## src/sv/assert_macros.svh

```systemverilog
// Assertion macros for the matrix multiply engine RTL.
// No dependencies; define NO_ASSERTIONS to compile the checks out.
`ifndef ASSERT_MACROS_SVH
`define ASSERT_MACROS_SVH

`ifndef NO_ASSERTIONS
// Checked at every clock edge outside reset
`define ASSERT_DIS(lbl, clk, rstn, prop, msg) \
  lbl: assert property (@(posedge clk) disable iff (!(rstn)) (prop)) else $error(msg);
// Checked at every clock edge, reset included
`define ASSERT_ALWAYS(lbl, clk, prop, msg) \
  lbl: assert property (@(posedge clk) (prop)) else $error(msg);
`else
`define ASSERT_DIS(lbl, clk, rstn, prop, msg)
`define ASSERT_ALWAYS(lbl, clk, prop, msg)
`endif

`endif

```

## src/sv/mme_pkg.sv

```systemverilog
// Types and constants for the matrix multiply engine.
// No dependencies; used by mme_mac and matrix_multiply_engine.
`default_nettype none

package mme_pkg;

  // Stream and register widths
  localparam int unsigned S_TDATA_W = 40;  // row 3, col 3, value 32, pad 2
  localparam int unsigned M_TDATA_W = 40;  // row 3, col 3, value 32, pad 2
  localparam int unsigned CMD_W     = 2;
  localparam int unsigned STAT_W    = 2;
  localparam int unsigned CFG_IDX_W = 2;
  localparam int unsigned CFG_W     = 4;
  localparam int unsigned VAL_W     = 32;
  localparam int unsigned PROD_W    = 2 * VAL_W;
  // Up to 15 products of magnitude at most 2^62: 67 bits exact, one spare
  localparam int unsigned ACC_W     = 68;
  // Result queue in front of the output port
  localparam int unsigned FIFO_DEPTH = 4;
  localparam int unsigned FIFO_PTR_W = 2;
  localparam int unsigned FIFO_CNT_W = 3;

  localparam logic [CFG_W-1:0] CFG_RESET = 4'd8;

  // Configuration register indexes
  localparam logic [CFG_IDX_W-1:0] CFG_ROWS_A = 2'd0;
  localparam logic [CFG_IDX_W-1:0] CFG_COLS_A = 2'd1;
  localparam logic [CFG_IDX_W-1:0] CFG_ROWS_B = 2'd2;
  localparam logic [CFG_IDX_W-1:0] CFG_COLS_B = 2'd3;

  typedef enum logic [CMD_W-1:0] {
    CMD_LOAD_A = 2'd0,
    CMD_LOAD_B = 2'd1,
    CMD_START  = 2'd2
  } mme_cmd_e;

  typedef enum logic [STAT_W-1:0] {
    ST_OK  = 2'd0,
    ST_SAT = 2'd1,
    ST_DIM = 2'd2
  } mme_status_e;

  // Control travelling with one multiply-accumulate term
  typedef struct packed {
    logic       valid;
    logic       first;      // clears the accumulator
    logic       last_term;  // completes a product element
    logic       last_elem;  // final element of the run
    logic       err;        // dimension mismatch marker
    logic [2:0] row;
    logic [2:0] col;
  } mme_ctrl_t;

  typedef struct packed {
    logic [2:0]       row;
    logic [2:0]       col;
    logic [VAL_W-1:0] value;
    mme_status_e      status;
    logic             last;
  } mme_res_t;

endpackage

`default_nettype wire

```

## src/sv/mme_mac.sv

```systemverilog
// Multiply-accumulate datapath: registered product, wide accumulator,
// floor shift and 32-bit saturation. Depends on mme_pkg.
`default_nettype none

module mme_mac import mme_pkg::*; #(
  parameter int unsigned FRAC_BITS = 16
) (
  input  wire logic             clk_i,
  input  wire logic             rst_ni,
  input  wire logic [VAL_W-1:0] a_i,
  input  wire logic [VAL_W-1:0] b_i,
  input  wire mme_ctrl_t        ctrl_i,
  output logic                  res_valid_o,
  output mme_res_t              res_o
);

  logic signed [PROD_W-1:0] prod_q;
  mme_ctrl_t                ctrl2_q, ctrl3_q;
  logic signed [ACC_W-1:0]  acc_q, acc_d;
  logic signed [ACC_W-1:0]  shifted;
  logic                     fits;
  logic                     res_valid_q;
  mme_res_t                 res_q, res_d;

  // Stage 2: product
  always_ff @(posedge clk_i) begin
    prod_q <= $signed(a_i) * $signed(b_i);
  end

  // Stage 3: accumulate
  always_comb begin
    acc_d = acc_q;
    if (ctrl2_q.valid) begin
      acc_d = (ctrl2_q.first ? '0 : acc_q)
            + {{(ACC_W - PROD_W){prod_q[PROD_W-1]}}, prod_q};
    end
  end

  always_ff @(posedge clk_i) begin
    acc_q <= acc_d;
  end

  // Stage 4: floor shift and saturate
  always_comb begin
    shifted = acc_q >>> FRAC_BITS;
    fits    = (&shifted[ACC_W-1:VAL_W-1]) | ~(|shifted[ACC_W-1:VAL_W-1]);
    res_d.row  = ctrl3_q.row;
    res_d.col  = ctrl3_q.col;
    res_d.last = ctrl3_q.last_elem;
    if (ctrl3_q.err) begin
      res_d.value  = '0;
      res_d.status = ST_DIM;
    end else if (fits) begin
      res_d.value  = shifted[VAL_W-1:0];
      res_d.status = ST_OK;
    end else begin
      res_d.value  = shifted[ACC_W-1] ? {1'b1, {(VAL_W-1){1'b0}}}
                                      : {1'b0, {(VAL_W-1){1'b1}}};
      res_d.status = ST_SAT;
    end
  end

  always_ff @(posedge clk_i) begin
    if (ctrl3_q.valid && ctrl3_q.last_term) begin
      res_q <= res_d;
    end
  end

  // Control pipeline
  always_ff @(posedge clk_i or negedge rst_ni) begin
    if (!rst_ni) begin
      ctrl2_q     <= '0;
      ctrl3_q     <= '0;
      res_valid_q <= 1'b0;
    end else begin
      ctrl2_q     <= ctrl_i;
      ctrl3_q     <= ctrl2_q;
      res_valid_q <= ctrl3_q.valid && ctrl3_q.last_term;
    end
  end

  assign res_valid_o = res_valid_q;
  assign res_o       = res_q;

endmodule

`default_nettype wire
```

## config.mk

```make
export PLATFORM = sky130hd
export DESIGN_NAME = mme_mac
export DESIGN_NICKNAME = d
export VERILOG_FILES = /design/src/sv/assert_macros.svh /design/src/sv/mme_pkg.sv /design/src/sv/mme_mac.sv
export SDC_FILE = /design/constraint.sdc
export NUM_CORES = 2
export LEC_CHECK = 0
export ABC_AREA = 1
export BUFFER_PORTS_ARGS = -buffer_cell sky130_fd_sc_hd__buf_2
export CAP_MARGIN = 20
export CORE_MARGIN = 2
export CORE_UTILIZATION = 35
export CTS_BUF_LIST = sky130_fd_sc_hd__clkbuf_8 sky130_fd_sc_hd__clkbuf_16
export DETAILED_ROUTE_END_ITERATION = 6
export SLEW_MARGIN = 20
export SYNTH_ARGS = -nofsm -noshare
export SYNTH_HDL_FRONTEND = slang
export SYNTH_SLANG_ARGS = --single-unit
```

## constraint.sdc

```tcl
create_clock -name clk_i -period 2.3 [get_ports clk_i]
set_clock_uncertainty 0.05 [all_clocks]
set_input_delay 0.115 -clock clk_i [delete_from_list [all_inputs] [get_ports clk_i]]
set_output_delay 0.115 -clock clk_i [all_outputs]
set_load 0.005 [all_outputs]
```

Word-level counts from Yosys, hierarchy flattened
Cells that the tools add are included.

storage, ports and cells
  flip-flop bits (word level) = 195
  output and inout port bits = 42
  input port bits = 77

operators by class
  multipliers = 1
  reduce and logical (&&, ||, !) cells = 3
  $add $sub $neg = 1
  muxes and demuxes = 3
  bitwise logic cells = 2

operators with widths
  operator                                        number
  68-bit adder                                    1
  68-bit 2-to-1 mux                               1
  32-bit by 32-bit multiplier with 64-bit output  1
  34-bit 2-to-1 mux                               1
  32-bit 2-to-1 mux                               1
  21-bit AND reduction                            1
  21-bit OR reduction                             1
  1-bit logical AND                               1
  1-bit inverter                                  1
  1-bit OR                                        1

Longest topological paths before layout
  word-level depth = 4
  mapped depth = 32
  gate-level depth less buffers = 31

Least setup slack after synthesis
No wires, ideal clock.

  kind = in2reg
  start point = in a_i[31]
  end point = reg prod_q[63]
  data required time = 2,138 ps
  slack = -4,579 ps
  buffers on the path = 1
  data arrival time = 6,717 ps
  stages on the path = 25
  cell sequence = clkbuf_1 -> nand2_1 -> inv_1 -> fa_1 -> inv_1 -> fa_1 -> inv_1 -> fa_1 -> fa_1 -> inv_1 -> fa_1 -> inv_1 -> fa_1 -> inv_1 -> fa_1 -> inv_1 -> fa_1 -> ha_1 -> nand2_1 -> nor2_1 -> nand2_1 -> nor4_2 -> a21oi_1 -> nand2_1 -> nand2_1

between the ends
  cells in the longest elaborated chain, start to end = 1

ends and longest elaborated chain
  what                                            line           source
  from (decl)                                     mme_mac.sv:10  input wire logic [VAL_W-1:0] a_i,
  32-bit by 32-bit multiplier with 64-bit output  mme_mac.sv:27  prod_q <= $signed(a_i) * $signed(b_i);
  to (signal assigned)                            mme_mac.sv:27
  to (decl)                                       mme_mac.sv:17  logic signed [PROD_W-1:0] prod_q;

Every way passes these cells.
A chain may end at the register's enable or synchronous reset.

Worst setup path after layout
  start point = in a_i[31]
  end point = reg prod_q[60]

Same word-level chain as after synthesis.

==> impl_metrics.tcl <==
set metrics [dict create \
    status "finished, violations left" \
    violations "negative setup slack" \
    critical_path.slowest_cell "fa_2" \
    ys_warn_count 0 \
    post_drt_wl_per_cell_um 17.34 \
    gp_congestion 0.9638 \
    fmax_mhz 161.5 \
    met3_usage 0.01843 \
    postSynthAreaPerCell_um2 7.618 \
    met1_usage 0.3073 \
    synth_seq_cells 195 \
    fin_crit_sh 2.693 \
    crit_top_cell "fa_1" \
    endpoint_kind "flip-flop" \
    clock_path_buffers 2 \
    hpwl_um 139900 \
    fillers 14150 \
    drive_gt1_frac 0.2444 \
    maxSlewViolCount 0 \
    synth_nets 8027 \
    cts_tree "done" \
    detail-route-antenna-nets 0 \
    path_delay_family "adder cells" \
    use_met2 0.3894 \
    start_util 0.3517 \
    diodes 0 \
    top_usage_layer "met2" \
    synth_edf_count 109 \
    cp_data_required_time_ns 2.66 \
    fin_area_um2 65910 \
    fin_hold_ws_ns 0.05828 \
    ys.flop_type "edfxtp_1" \
    nets 8882 \
    wl_um 162800 \
    path_clk_slew_ns 0.09 \
    synth-seq-area-share 0.1013 \
    overflow 0 \
    synth.distinct_cells 34 \
    die_area_um2 147000 \
    port_buffers 118 \
    worstPathArrival_ns 6.55 \
    ff_latch_area_um2 5107 \
    synth_area_um2 50400 \
    via_per_inst 4.612 \
    antenna_found_initial 1 \
    max_stage_delay_ns 0.63 \
    num_vias 43300 \
    fp.dieH_um 383.5 \
    root_buffer "clkbuf_16" \
    cts_max_level 4 \
    rsz0062_at_grt "true" \
    initialDrtViolationCount 2913 \
    critPathLaunchType "input pin" \
    cp_num_buf_inv 10 \
    die_width_um 383.5 \
    worst_pin_slew_ns 0.5159 \
    post_dp_cell_area_um2 61170 \
    crit_type "in -> reg" \
    clock_sinks 195 \
    grt_pass1_vias 46100 \
    ios 119 \
    maxSlewHeadroom 0.6561 \
    hold_viol_final 0 \
    finalNonFillerCells 9387 \
    grt_start_max_net_pins 40 \
    drc 0 \
    core_um2 143300 \
    row_count 139 \
    grt_pass1_wl_um 258700 \
    place_ws_ns -4.570 \
    syn_inst 6616 \
    area.growth.synth_to_final_pct 30.77 \
    fin_crit_ns 6.194 \
    cts_buffers 17 \
    min_path_type "in -> async" \
    grt_usage 0.2254 \
    multi_input_area_um2 40900 \
    async_reset_ff_frac 0.1128 \
    placed_cells 9245 \
    crit_path_max_fanout 6 \
    finalSetupViolations 151 \
    clk-insertion-delay-late_ns 0.52 \
    fin_ws_ns -3.894 \
    firstDrtPassIters 6 \
    drv_cap 0 \
]
==> metal layers <==
layer,vias to the layer above,wire length [µm]
met1,21560,72000
met3,196,8085
met5,-,0
met2,1107,78670
met4,0,4001
li1,20430,-
==> worst reg2reg max path, stage by stage, from the launching register on <==
cell and delay (ns):
dfrtp_2 0.47, buf_12 0.25, nor2_1 0.13, ha_1 0.31
buf_4 0.15, a21oi_1 0.22, o21ai_0 0.18, a21oi_1 0.18
nand2_1 0.18, a21oi_1 0.31, nand3_1 0.12, nand2_1 0.07
nand2_1 0.04
==> registers in the layout, summed over array words and instances, names as in the netlist <==
register / cells
ctrl2_q: 11
res_o: 41
prod_q: 64
acc_q: 68
res_valid_o: 1
ctrl3_q: 10
==> cell type report <==
class / instances / area share
flip-flops and latches: 195 / 0.07749
clock buffers: 17 / 0.006454
inverters: 1964 / 0.1120
clock inverters: 15 / 0.002961
well taps: 1903 / 0.03613
repair buffers: 1045 / 0.1443
multi-input cells: 4248 / 0.6206
==> repair_timing <==
item | 4_1_cts | 5_1_grt
hold buffers | 12 | 0
hold endpoints to repair | 33 | 0
gates resized for setup | 396 | 406
endpoints found under the setup margin | 152 | 154
cloned | 3 | 12
buffers inserted | 45 | 43
pin swaps | 204 | 224
==> worst paths after layout <==
check	startpoint	endpoint	slack, ns	depth (start not counted)
min in group clk_i	ctrl_i[3]	ctrl2_q[3]	0.21	2
setup reg to reg	ctrl2_q[9]	acc_q[67]	-0.60	12
hold reg to reg	ctrl2_q[1]	ctrl3_q[1]	0.30	0
hold / removal	rst_ni	ctrl2_q[3]	0.06	2
max in group asynchronous	rst_ni	ctrl2_q[9]	1.78	2
setup / recovery	a_i[31]	prod_q[60]	-3.89	28
==> cells in the final DEF, fill, tap and decap left out, types with 71 or more instances in the layout <==
master / n
ha_1: 178
edfxtp_1: 109
inv_1: 1886
buf_12: 83
nand2_1: 1757
nor2_1: 226
nand2_2: 148
a21oi_1: 102
fa_1: 1001
ha_4: 71
fa_2: 82
buf_4: 766
inv_2: 74
nor2_4: 77
nand3_1: 102
==> Yosys cell counts (15+ instances only) <==
master	count	share of area
dfxtp_1	64	0.025
a21oi_1	179	0.018
nor2_1	343	0.026
o21ai_0	57	0.0057
nor3_1	20	0.0020
o21bai_1	35	0.0052
ha_1	251	0.062
nand3_1	130	0.013
xor2_1	67	0.012
nand2_2	20	0.0025
dfrtp_1	22	0.011
inv_1	1962	0.15
nor2_2	15	0.0019
nand4_1	47	0.0058
fa_1	1083	0.43
clkbuf_1	203	0.015
nand2_1	1952	0.15
edfxtp_1	109	0.065
==> cell families after synthesis <==
group,Yosys count,share of synthesized area
compound gates,280,0.02999
xor+xnor,74,0.01286
fa+ha+maj,1334,0.4925
buf+inv,2173,0.1621
flops,195,0.1013
simple gates,2560,0.2012
==> metrics by stage <==
step,utilization,setup TNS [ns]
final,0.4599,-224.57
after global routing,0.4599,-245.34
after CTS,0.4455,-223.10
after detailed placement,0.4268,-266.81
after global placement,0.4268,-267.24
after floorplan,-,-191.21
Power is left out: the tool's default activity adds up to more than one toggle a clock period on the data nets, which glitch-free logic cannot reach.
